**config.mk**
```make
export PLATFORM = sky130hd
export DESIGN_NAME = pri_ctrl
export DESIGN_NICKNAME = d
export VERILOG_FILES = /design/src/pri_pkg.sv /design/src/pri_ctrl.sv
export SDC_FILE = /design/constraint.sdc
export NUM_CORES = 1
export LEC_CHECK = 0
export BUFFER_PORTS_ARGS = -buffer_cell sky130_fd_sc_hd__buf_2
export CORE_MARGIN = 2
export CORE_UTILIZATION = 25
export DETAILED_ROUTE_END_ITERATION = 8
export GPL_TIMING_DRIVEN = 0
export HOLD_SLACK_MARGIN = 0.02
export RECOVER_POWER = 25
export SLEW_MARGIN = 15
export SYNTH_ARGS = -nofsm -noshare
export SYNTH_HDL_FRONTEND = slang
export SYNTH_SLANG_ARGS = --single-unit
export TNS_END_PERCENT = 1
```
**constraint.sdc**
```tcl
create_clock -name i_clk -period 1.9 [get_ports i_clk]
set_clock_uncertainty 0.2 [all_clocks]
set_input_delay 0 -clock i_clk [delete_from_list [all_inputs] [get_ports i_clk]]
set_output_delay 0 -clock i_clk [all_outputs]
set_load 0.01 [all_outputs]
```
**src/pri_pkg.sv**
```systemverilog
`default_nettype none
// ----------------------------------------------------------------------------
// pri_pkg
// Shared types, codes and arithmetic helpers of the pedigree relationship
// inverse block.
// ----------------------------------------------------------------------------
package pri_pkg;

    localparam int          Q_FRAC = 28;
    localparam logic [39:0] Q_HI   = 40'h7F_FFFF_FFFF;
    localparam logic [40:0] Q_ONE  = 41'h00_1000_0000;
    localparam int          VW     = 29;  // path term width, never above 1.0

    localparam logic [1:0] REQ_LOAD     = 2'd0;
    localparam logic [1:0] REQ_COMPUTE  = 2'd1;
    localparam logic [1:0] REQ_RD_DIAG  = 2'd2;
    localparam logic [1:0] REQ_RD_ENTRY = 2'd3;

    typedef logic [4:0] t_op;

    localparam t_op OP_IDLE   = 5'd0;
    localparam t_op OP_LOAD   = 5'd1;
    localparam t_op OP_RDISS  = 5'd2;
    localparam t_op OP_RDOUT  = 5'd3;
    localparam t_op OP_CINIT  = 5'd4;
    localparam t_op OP_STEP   = 5'd5;
    localparam t_op OP_PAR    = 5'd6;
    localparam t_op OP_US     = 5'd7;
    localparam t_op OP_UD     = 5'd8;
    localparam t_op OP_DEN    = 5'd9;
    localparam t_op OP_CHK    = 5'd10;
    localparam t_op OP_ITER   = 5'd11;
    localparam t_op OP_WRI    = 5'd12;
    localparam t_op OP_PS_RD  = 5'd13;
    localparam t_op OP_PS_WR  = 5'd14;
    localparam t_op OP_PD_RD  = 5'd15;
    localparam t_op OP_PD_WR  = 5'd16;
    localparam t_op OP_PAIR   = 5'd17;
    localparam t_op OP_JCHK   = 5'd18;
    localparam t_op OP_JPAR   = 5'd19;
    localparam t_op OP_JVS    = 5'd20;
    localparam t_op OP_JVD    = 5'd21;
    localparam t_op OP_JSUM   = 5'd22;
    localparam t_op OP_JMUL   = 5'd23;
    localparam t_op OP_JWR    = 5'd24;
    localparam t_op OP_CDONE  = 5'd25;

    typedef struct packed {
        t_op  op;
        logic accept;
    } t_dp_cmd;

    typedef struct packed {
        logic i_end;
        logic j_end;
        logic stop;
        logic iter_done;
    } t_dp_stat;

    // saturating clamp of a non-negative sum
    function automatic logic [39:0] sat40(input logic [40:0] v);
        sat40 = (v > {1'b0, Q_HI}) ? Q_HI : v[39:0];
    endfunction

endpackage
`default_nettype wire

```
**src/pri_ctrl.sv**
```systemverilog
`default_nettype none
// ----------------------------------------------------------------------------
// pri_ctrl
// Request sequencer: handshakes, result valid, and the compute walk order.
// ----------------------------------------------------------------------------
module pri_ctrl
    import pri_pkg::*;
(
    input  wire logic        i_clk,
    input  wire logic        i_rst_n,
    input  wire logic        i_in_valid,
    input  wire logic [1:0]  i_req_type,
    input  wire logic        i_out_ready,
    input  wire t_dp_stat    i_stat,
    output logic             o_in_ready,
    output logic             o_out_valid,
    output t_dp_cmd          o_cmd
);

    t_op  r_state, n_state;
    logic r_out_valid, n_out_valid;
    logic accept;

    assign o_in_ready  = (r_state == OP_IDLE) && (!r_out_valid || i_out_ready);
    assign accept      = o_in_ready && i_in_valid;
    assign o_out_valid = r_out_valid;
    assign o_cmd.op     = r_state;
    assign o_cmd.accept = accept;

    always_comb begin
        n_state     = r_state;
        n_out_valid = r_out_valid && !i_out_ready;
        case (r_state)
            OP_IDLE: begin
                if (accept) begin
                    case (i_req_type)
                        REQ_LOAD:    n_state = OP_LOAD;
                        REQ_COMPUTE: n_state = OP_CINIT;
                        default:     n_state = OP_RDISS;
                    endcase
                end
            end
            OP_LOAD: begin
                n_state     = OP_IDLE;
                n_out_valid = 1'b1;
            end
            OP_RDISS: n_state = OP_RDOUT;
            OP_RDOUT: begin
                n_state     = OP_IDLE;
                n_out_valid = 1'b1;
            end
            OP_CINIT: n_state = OP_STEP;
            OP_STEP:  n_state = i_stat.i_end ? OP_CDONE : OP_PAR;
            OP_PAR:   n_state = OP_US;
            OP_US:    n_state = OP_UD;
            OP_UD:    n_state = OP_DEN;
            OP_DEN:   n_state = OP_CHK;
            OP_CHK:   n_state = i_stat.stop ? OP_CDONE : OP_ITER;
            OP_ITER:  n_state = i_stat.iter_done ? OP_WRI : OP_ITER;
            OP_WRI:   n_state = OP_PS_RD;
            OP_PS_RD: n_state = OP_PS_WR;
            OP_PS_WR: n_state = OP_PD_RD;
            OP_PD_RD: n_state = OP_PD_WR;
            OP_PD_WR: n_state = OP_PAIR;
            OP_PAIR:  n_state = OP_JCHK;
            OP_JCHK:  n_state = i_stat.j_end ? OP_STEP : OP_JPAR;
            OP_JPAR:  n_state = OP_JVS;
            OP_JVS:   n_state = OP_JVD;
            OP_JVD:   n_state = OP_JSUM;
            OP_JSUM:  n_state = OP_JMUL;
            OP_JMUL:  n_state = OP_JWR;
            OP_JWR:   n_state = OP_JCHK;
            OP_CDONE: begin
                n_state     = OP_IDLE;
                n_out_valid = 1'b1;
            end
            default:  n_state = OP_IDLE;
        endcase
    end

    always_ff @(posedge i_clk) begin
        if (!i_rst_n) begin
            r_state     <= OP_IDLE;
            r_out_valid <= 1'b0;
        end else begin
            r_state     <= n_state;
            r_out_valid <= n_out_valid;
        end
    end

endmodule
`default_nettype wire

```
==> results of run 1 <==
worst min path at each step:
stage | startpoint | endpoint | slack [ns] | cells after the start
after floorplan | i_rst_n | r_state[3] | -0.08 | 1
after global placement | i_rst_n | r_state[3] | 0.04 | 2
after detailed placement | i_rst_n | r_state[3] | 0.04 | 2
after CTS | i_req_type[0] | r_state[2] | 0.02 | 3
after global routing | i_stat[3] | r_state[3] | 0.06 | 4
final | i_req_type[0] | r_state[2] | 0.02 | 3
cell usage after synthesis (2+ instances only):
| master | n | area (um2) |
|---|---|---|
| nand2b_1 | 5 | 31.28 |
| nor2b_1 | 5 | 31.28 |
| a21oi_1 | 5 | 25.02 |
| o32ai_1 | 2 | 17.52 |
| a21o_1 | 2 | 15.01 |
| and2_1 | 3 | 18.77 |
| or3b_1 | 3 | 26.28 |
| o21a_1 | 2 | 15.01 |
| o41a_1 | 2 | 22.52 |
| nand2_1 | 5 | 18.77 |
| buf_4 | 4 | 30.03 |
| o21ai_0 | 4 | 20.02 |
| dfxtp_1 | 6 | 120.1 |
| nand3b_1 | 2 | 15.01 |
| nand3_1 | 2 | 10.01 |
| nor2_1 | 11 | 41.29 |
critical path, cell delays in order, from the launching register on:
cell	delay, ns
dfxtp_1	0.39
or2_1	0.29
nor4_4	0.25
and3_1	0.22
buf_4	0.10
buf_2	0.11
routing by layer:
| metal | wire length (um) | vias up |
|---|---|---|
| met5 | 0 | - |
| met3 | 117 | 0 |
| met4 | 0 | 0 |
| met2 | 785 | 28 |
| met1 | 767 | 323 |
| li1 | - | 344 |
logic make-up (layout without fill, tap and decap cells):
logic type / after synthesis / count (layout)
DFF: 6 / 6
AOI/OAI and AO/OA: 24 / 24
buffers and inverters: 6 / 30
and+or+nand+nor: 44 / 44
registers in the layout, indices dropped and copies added (netlist names):
name,cells
r_state,5
o_out_valid,1
per-stage QoR:
stage | util [%] | power (mW) | cell area (um2) | hold WS (ns)
2_1_floorplan | - | 0.6472 | 593.1 | -0.07829
3_3_place_gp | 31.93 | 0.8108 | 713.2 | 0.04119
3_5_place_dp | 31.93 | 0.8120 | 713.2 | 0.03589
4_1_cts | 34.73 | 0.9329 | 775.7 | 0.02393
5_1_grt | 34.96 | 1.046 | 780.7 | 0.06040
6_report | 34.96 | 0.9535 | 780.7 | 0.02444
cell usage in the layout (no fill, tap or decap), types with 5 or more instances in the layout:
cell and instances:
a21oi_1 5, nand2_1 5, buf_2 14, nand2b_1 5
nor2b_1 5, dfxtp_1 6, nor2_1 11
power by group:
| group | leakage (nW) | internal [mW] | total [mW] | switching [mW] |
|---|---|---|---|---|
| registers | 0.0488 | 0.161 | 0.220 | 0.0596 |
| clock network | 0.0138 | 0.0708 | 0.108 | 0.0372 |
| logic | 0.249 | 0.295 | 0.625 | 0.330 |
| total | 0.312 | 0.526 | 0.953 | 0.427 |
area by class of cell:
class / instances / area (um2)
Fill cell: 248 / 1453
Multi-Input combinational cell: 68 / 436.7
Timing Repair Buffer: 21 / 121.4
Sequential cell: 6 / 120.1
Buffer: 6 / 45.04
Tap cell: 28 / 35.03
Clock buffer: 3 / 22.52
what timing repair did:
action / 4_1_cts / 5_1_grt
setup endpoints to repair: 0 / 1
endpoints found under the hold margin: 6 / 0
hold buffers: 4 / 0
resized for setup: 0 / 1
==> flow_summary.json, run 1 <==
{
  "core-area_um2": 2233,
  "worst_pin_slew_ns": 0.4350,
  "cts_setup_buffers": 0,
  "yosys_most_used_dff": "dfxtp_1",
  "grt_setup_unrepaired": "false",
  "num_rows": 17,
  "fin_cells": 132,
  "antenna_found_initial": 0,
  "ys_types": 33,
  "root_buffer": "clkbuf_4",
  "yosys_warnings": 0,
  "syn_area_per_cell_um2": 7.413,
  "cellPowerDensity_nw_per_um2": 1221,
  "drt_iter0_drc": 41,
  "htreeDepth": 1,
  "ys_seq_area_share_pct": 20.25,
  "grt.busiest_layer": "met2",
  "critical_path.endpoint": "o_cmd[0]",
  "vias_per_cell": 5.265,
  "critPathKind": "flop to output pin",
  "hpwlAfterDp_mm": 1.239,
  "grt_max_degree": 11,
  "num_vias": 695,
  "r2r-start": "r_state[4]",
  "ir_drop_mv": 0.5769,
  "first_pass_iters": 5,
  "wire_per_inst_um": 12.65,
  "post-place-ws_ns": 0.2292,
  "area_growth_pct": 31.65,
  "synth-simple-area-share_pct": 42.41,
  "syn_area_um2": 593.1,
  "num_io_pins": 18,
  "rrSetupSlack_ns": 0.19,
  "netlist_instances": 80,
  "slew_headroom_pct": 70.59,
  "synth_top_family_by_area": "simple AND/OR/NAND/NOR gates",
  "die_h_um": 52.71,
  "fmax_ghz": 0.5558,
  "hold_viol_final": 0,
  "start_util_pct": 26.55,
  "status": "complete, no violations",
  "grt_use_met3_pct": 2.571,
  "met1_usage_pct": 18.43,
  "tritoncts": "yes",
  "post-route-drc-count": 0,
  "cap_viol_max_count": 0,
  "power.leakage_nw": 0.3119,
  "die_w_um": 52.71,
  "synth_edf_count": 0,
  "r2r_end": "r_state[1]",
  "nNetsFinal": 116,
  "ant_nets": 0,
  "grt_pass1_wl_mm": 2.739,
  "track_usage_pct": 13.06,
  "port_buffers": 17,
  "drive_above_1_share_pct": 23.08,
  "tns_ns": 0,
  "min_period_ns": 1.799,
  "ys_seq_elements": 6,
  "use_met2_pct": 19.17,
  "clockBufferDepth": 2,
  "period_share_pct": 94.69,
  "clock_latency_ns": 0.23,
  "slew_viol_final": 0,
  "synthXorXnorAreaFrac_pct": 0,
  "diodes": 0,
  "die-area_um2": 2778,
  "setup_ws_ns": 0.1008,
  "synthAdderAreaFrac_pct": 0,
  "gp_congestion": 0.8168,
  "cts_buffers": 3,
  "r2r.worst_path.cells": 4,
  "crit_required_ns": 1.70,
  "worstPathMaxFanout": 9,
  "numClockSinks": 6,
  "synth_mux_area_share_pct": 0,
  "path_clk_slew_ns": 0.04,
  "routed_wl_mm": 1.670,
  "arrival_ns": 1.60,
  "setup_viol": 0,
  "syn_nets": 90,
  "grt_pass1_vias": 612,
  "ys_async_sr_fraction_pct": 0,
  "synth_compound_area_share_pct": 29.75,
  "min_path_type": "primary input to flop",
  "dp.cells": 125,
  "overflow": 0,
  "worst_setup_path_end_kind": "output pin",
  "worstSetupStartpointType": "flop",
  "cp-startpoint": "r_state[3]"
}
No activity file was read; power rests on OpenSTA's default activity.
==> inputs of run 2 (changes only) <==
Clock period 1.9 ns to 1.6 ns, I/O delays scaled along.
==> run 2 against run 1 <==
Compared with the run above: the run now ends with setup timing left; setup slack worse by 0.12 ns; utilization up 5.5 points; total power up 48%; die area unchanged; hold slack better by 0.014 ns; non-clock buffer count up 4; first-iteration DRC count down 22%; combinational power up 62%; critical path type is now flop to flop; largest cell class unchanged; largest power group unchanged; highest routed layer is now met4.
==> flow_summary.json, run 2 (synthesis gave the netlist of run 1 again) <==
{
  "status": "finished with violations",
  "violations": "setup timing",
  "worstPathMaxFanout": 8,
  "setup_viol": 1,
  "layout_common_cells": "buf_2 (16), nor2_1 (9), buf_6 (6), nand2b_1 (5), nor2b_1 (5)",
  "switching_share_pct": 43.04,
  "cap_viol_max_count": 0,
  "hold_end": "r_state[2]",
  "post-route-drc-count": 0,
  "clock_latency_ns": 0.23,
  "port_buffers": 17,
  "fmax_ghz": 0.6171,
  "worst_setup_path_end_kind": "flop",
  "r2r-start": "r_state[3]",
  "cts_buffers": 3,
  "seqPwrFrac_pct": 19.0,
  "slew_headroom_pct": 79.58,
  "setup_ws_ns": -0.02050,
  "r2r.worst_path.cells": 5,
  "cellPowerDensity_nw_per_um2": 1558,
  "rrSetupSlack_ns": -0.02,
  "grt_pass1_vias": 655,
  "critPathKind": "flop to flop",
  "diodes": 0,
  "pwr-share-comb_pct": 71.9,
  "track_usage_pct": 14.35,
  "clkPwrFrac_pct": 9.1,
  "ant_nets": 0,
  "hpwlAfterDp_mm": 1.239,
  "nNetsFinal": 120,
  "worstSetupStartpointType": "flop",
  "wire_per_inst_um": 14.60,
  "num_rows": 17,
  "grt_pass1_wl_mm": 2.973,
  "hold_viol_final": 0,
  "gp_congestion": 0.8168,
  "worst_pin_slew_ns": 0.3055,
  "antenna_found_initial": 0,
  "die-area_um2": 2778,
  "hold_start": "i_req_type[0]",
  "overflow": 0,
  "r2r_end": "r_state[1]",
  "numClockSinks": 6,
  "tritoncts": "yes",
  "intPower_uw": 802.8,
  "vias_per_cell": 5.353,
  "n_fill_cell": 238,
  "die_w_um": 52.71,
  "min_period_ns": 1.620,
  "min_path_type": "primary input to flop",
  "num_vias": 728,
  "dp.cells": 125,
  "num_io_pins": 18,
  "routed_wl_mm": 1.985,
  "area_growth_pct": 52.53,
  "layout_commonest_cell": "buf_2",
  "core-area_um2": 2233,
  "crit_required_ns": 1.57,
  "die_h_um": 52.71,
  "drt_iter0_drc": 32,
  "grt_max_degree": 11,
  "arrival_ns": 1.59,
  "drive_above_1_share_pct": 40.74,
  "path_clk_slew_ns": 0.04,
  "period_share_pct": 101.3,
  "clockBufferDepth": 2,
  "ir_drop_mv": 0.8065,
  "first_pass_iters": 4,
  "fin_cells": 136,
  "holdPathStages": 3,
  "htreeDepth": 1,
  "holdWs_ns": 0.03800,
  "largest_reg_flops": 5,
  "start_util_pct": 26.55,
  "root_buffer": "clkbuf_4",
  "power.leakage_nw": 0.3777,
  "largest_register": "r_state",
  "grt_setup_unrepaired": "true",
  "netSwitchingPower_uw": 606.6,
  "slew_viol_final": 0
}
[run 2: cell count changes in the layout (fill, tap and decap cells not counted), moves of 2 or more]
cell	delta
dfxtp_1	-5
buf_4	-2
nor2_1	-2
buf_2	+2
dfxtp_4	+4
buf_6	+5
nand2_1	-2
clkbuf_1	-3
[run 2: per-layer routing]
layer / wire length (um) / vias to the layer above / track usage [%]
met4: 27 / 0 / 5.128
li1: - / 351 / -
met3: 131 / 4 / 2.571
met1: 863 / 336 / 19.59
met2: 963 / 37 / 22.29
met5: 0 / - / 0
[run 2: what timing repair did]
item / CTS / global route
endpoints found under the hold margin: 6 / 0
pin swaps: 4 / 2
setup buffers: 4 / 0
endpoints found under the setup margin: 4 / 6
cloned: 0 / 1
gates resized for setup: 13 / 17
hold buffers: 4 / 0
[run 2: critical path: stages (launching register included)]
cell     delay (ns)
dfxtp_4        0.34
buf_6          0.13
or3b_1         0.38
a21o_1         0.20
a21oi_2        0.17
o41a_1         0.13
[run 2: cell type report]
| class | instances | area [um2] | area share (%) |
|---|---|---|---|
| multi-input combinational | 68 | 484.2 | 53.53 |
| sequential | 6 | 136.4 | 15.08 |
| timing repair buffer | 26 | 172.7 | 19.09 |
| clock buffer | 3 | 22.52 | 2.490 |
| buffer | 5 | 53.80 | 5.947 |
| tap | 28 | 35.03 | 3.873 |
[run 2: metrics by stage]
stage                     util [%]  area (um2)  setup TNS [ns]  power [mW]  setup WS [ns]
after detailed placement     31.93       713.2         -0.1411      0.9643       -0.07076
after global routing         40.50       904.6         -0.1395       1.516       -0.06170
final                        40.50       904.6        -0.02050       1.409       -0.02050
after floorplan                  -       593.1               0      0.7685        0.03016
after global placement       31.93       713.2         -0.1309      0.9628       -0.06589
after CTS                    37.76       843.3         -0.1390       1.287       -0.03680
[run 2: worst max-delay path by stage]
| stage | start | endpoint | cells after the start |
|---|---|---|---|
| 4_1_cts | r_state[3] | o_cmd[0] | 4 |
| 2_1_floorplan | r_state[3] | r_state[1] | 4 |
| 3_5_place_dp | r_state[4] | r_state[1] | 4 |
| 6_report | r_state[3] | r_state[1] | 5 |
| 3_3_place_gp | r_state[0] | r_state[0] | 5 |
| 5_1_grt | r_state[3] | r_state[1] | 5 |
[run 2: power groups by stage]
stage / registers, mW / clock network, mW / logic [mW]
2_1_floorplan: 0.259 / 0 / 0.509
3_3_place_gp: 0.257 / 0 / 0.706
3_5_place_dp: 0.255 / 0 / 0.709
4_1_cts: 0.252 / 0.136 / 0.899
5_1_grt: 0.274 / 0.149 / 1.09
6_report: 0.267 / 0.129 / 1.01
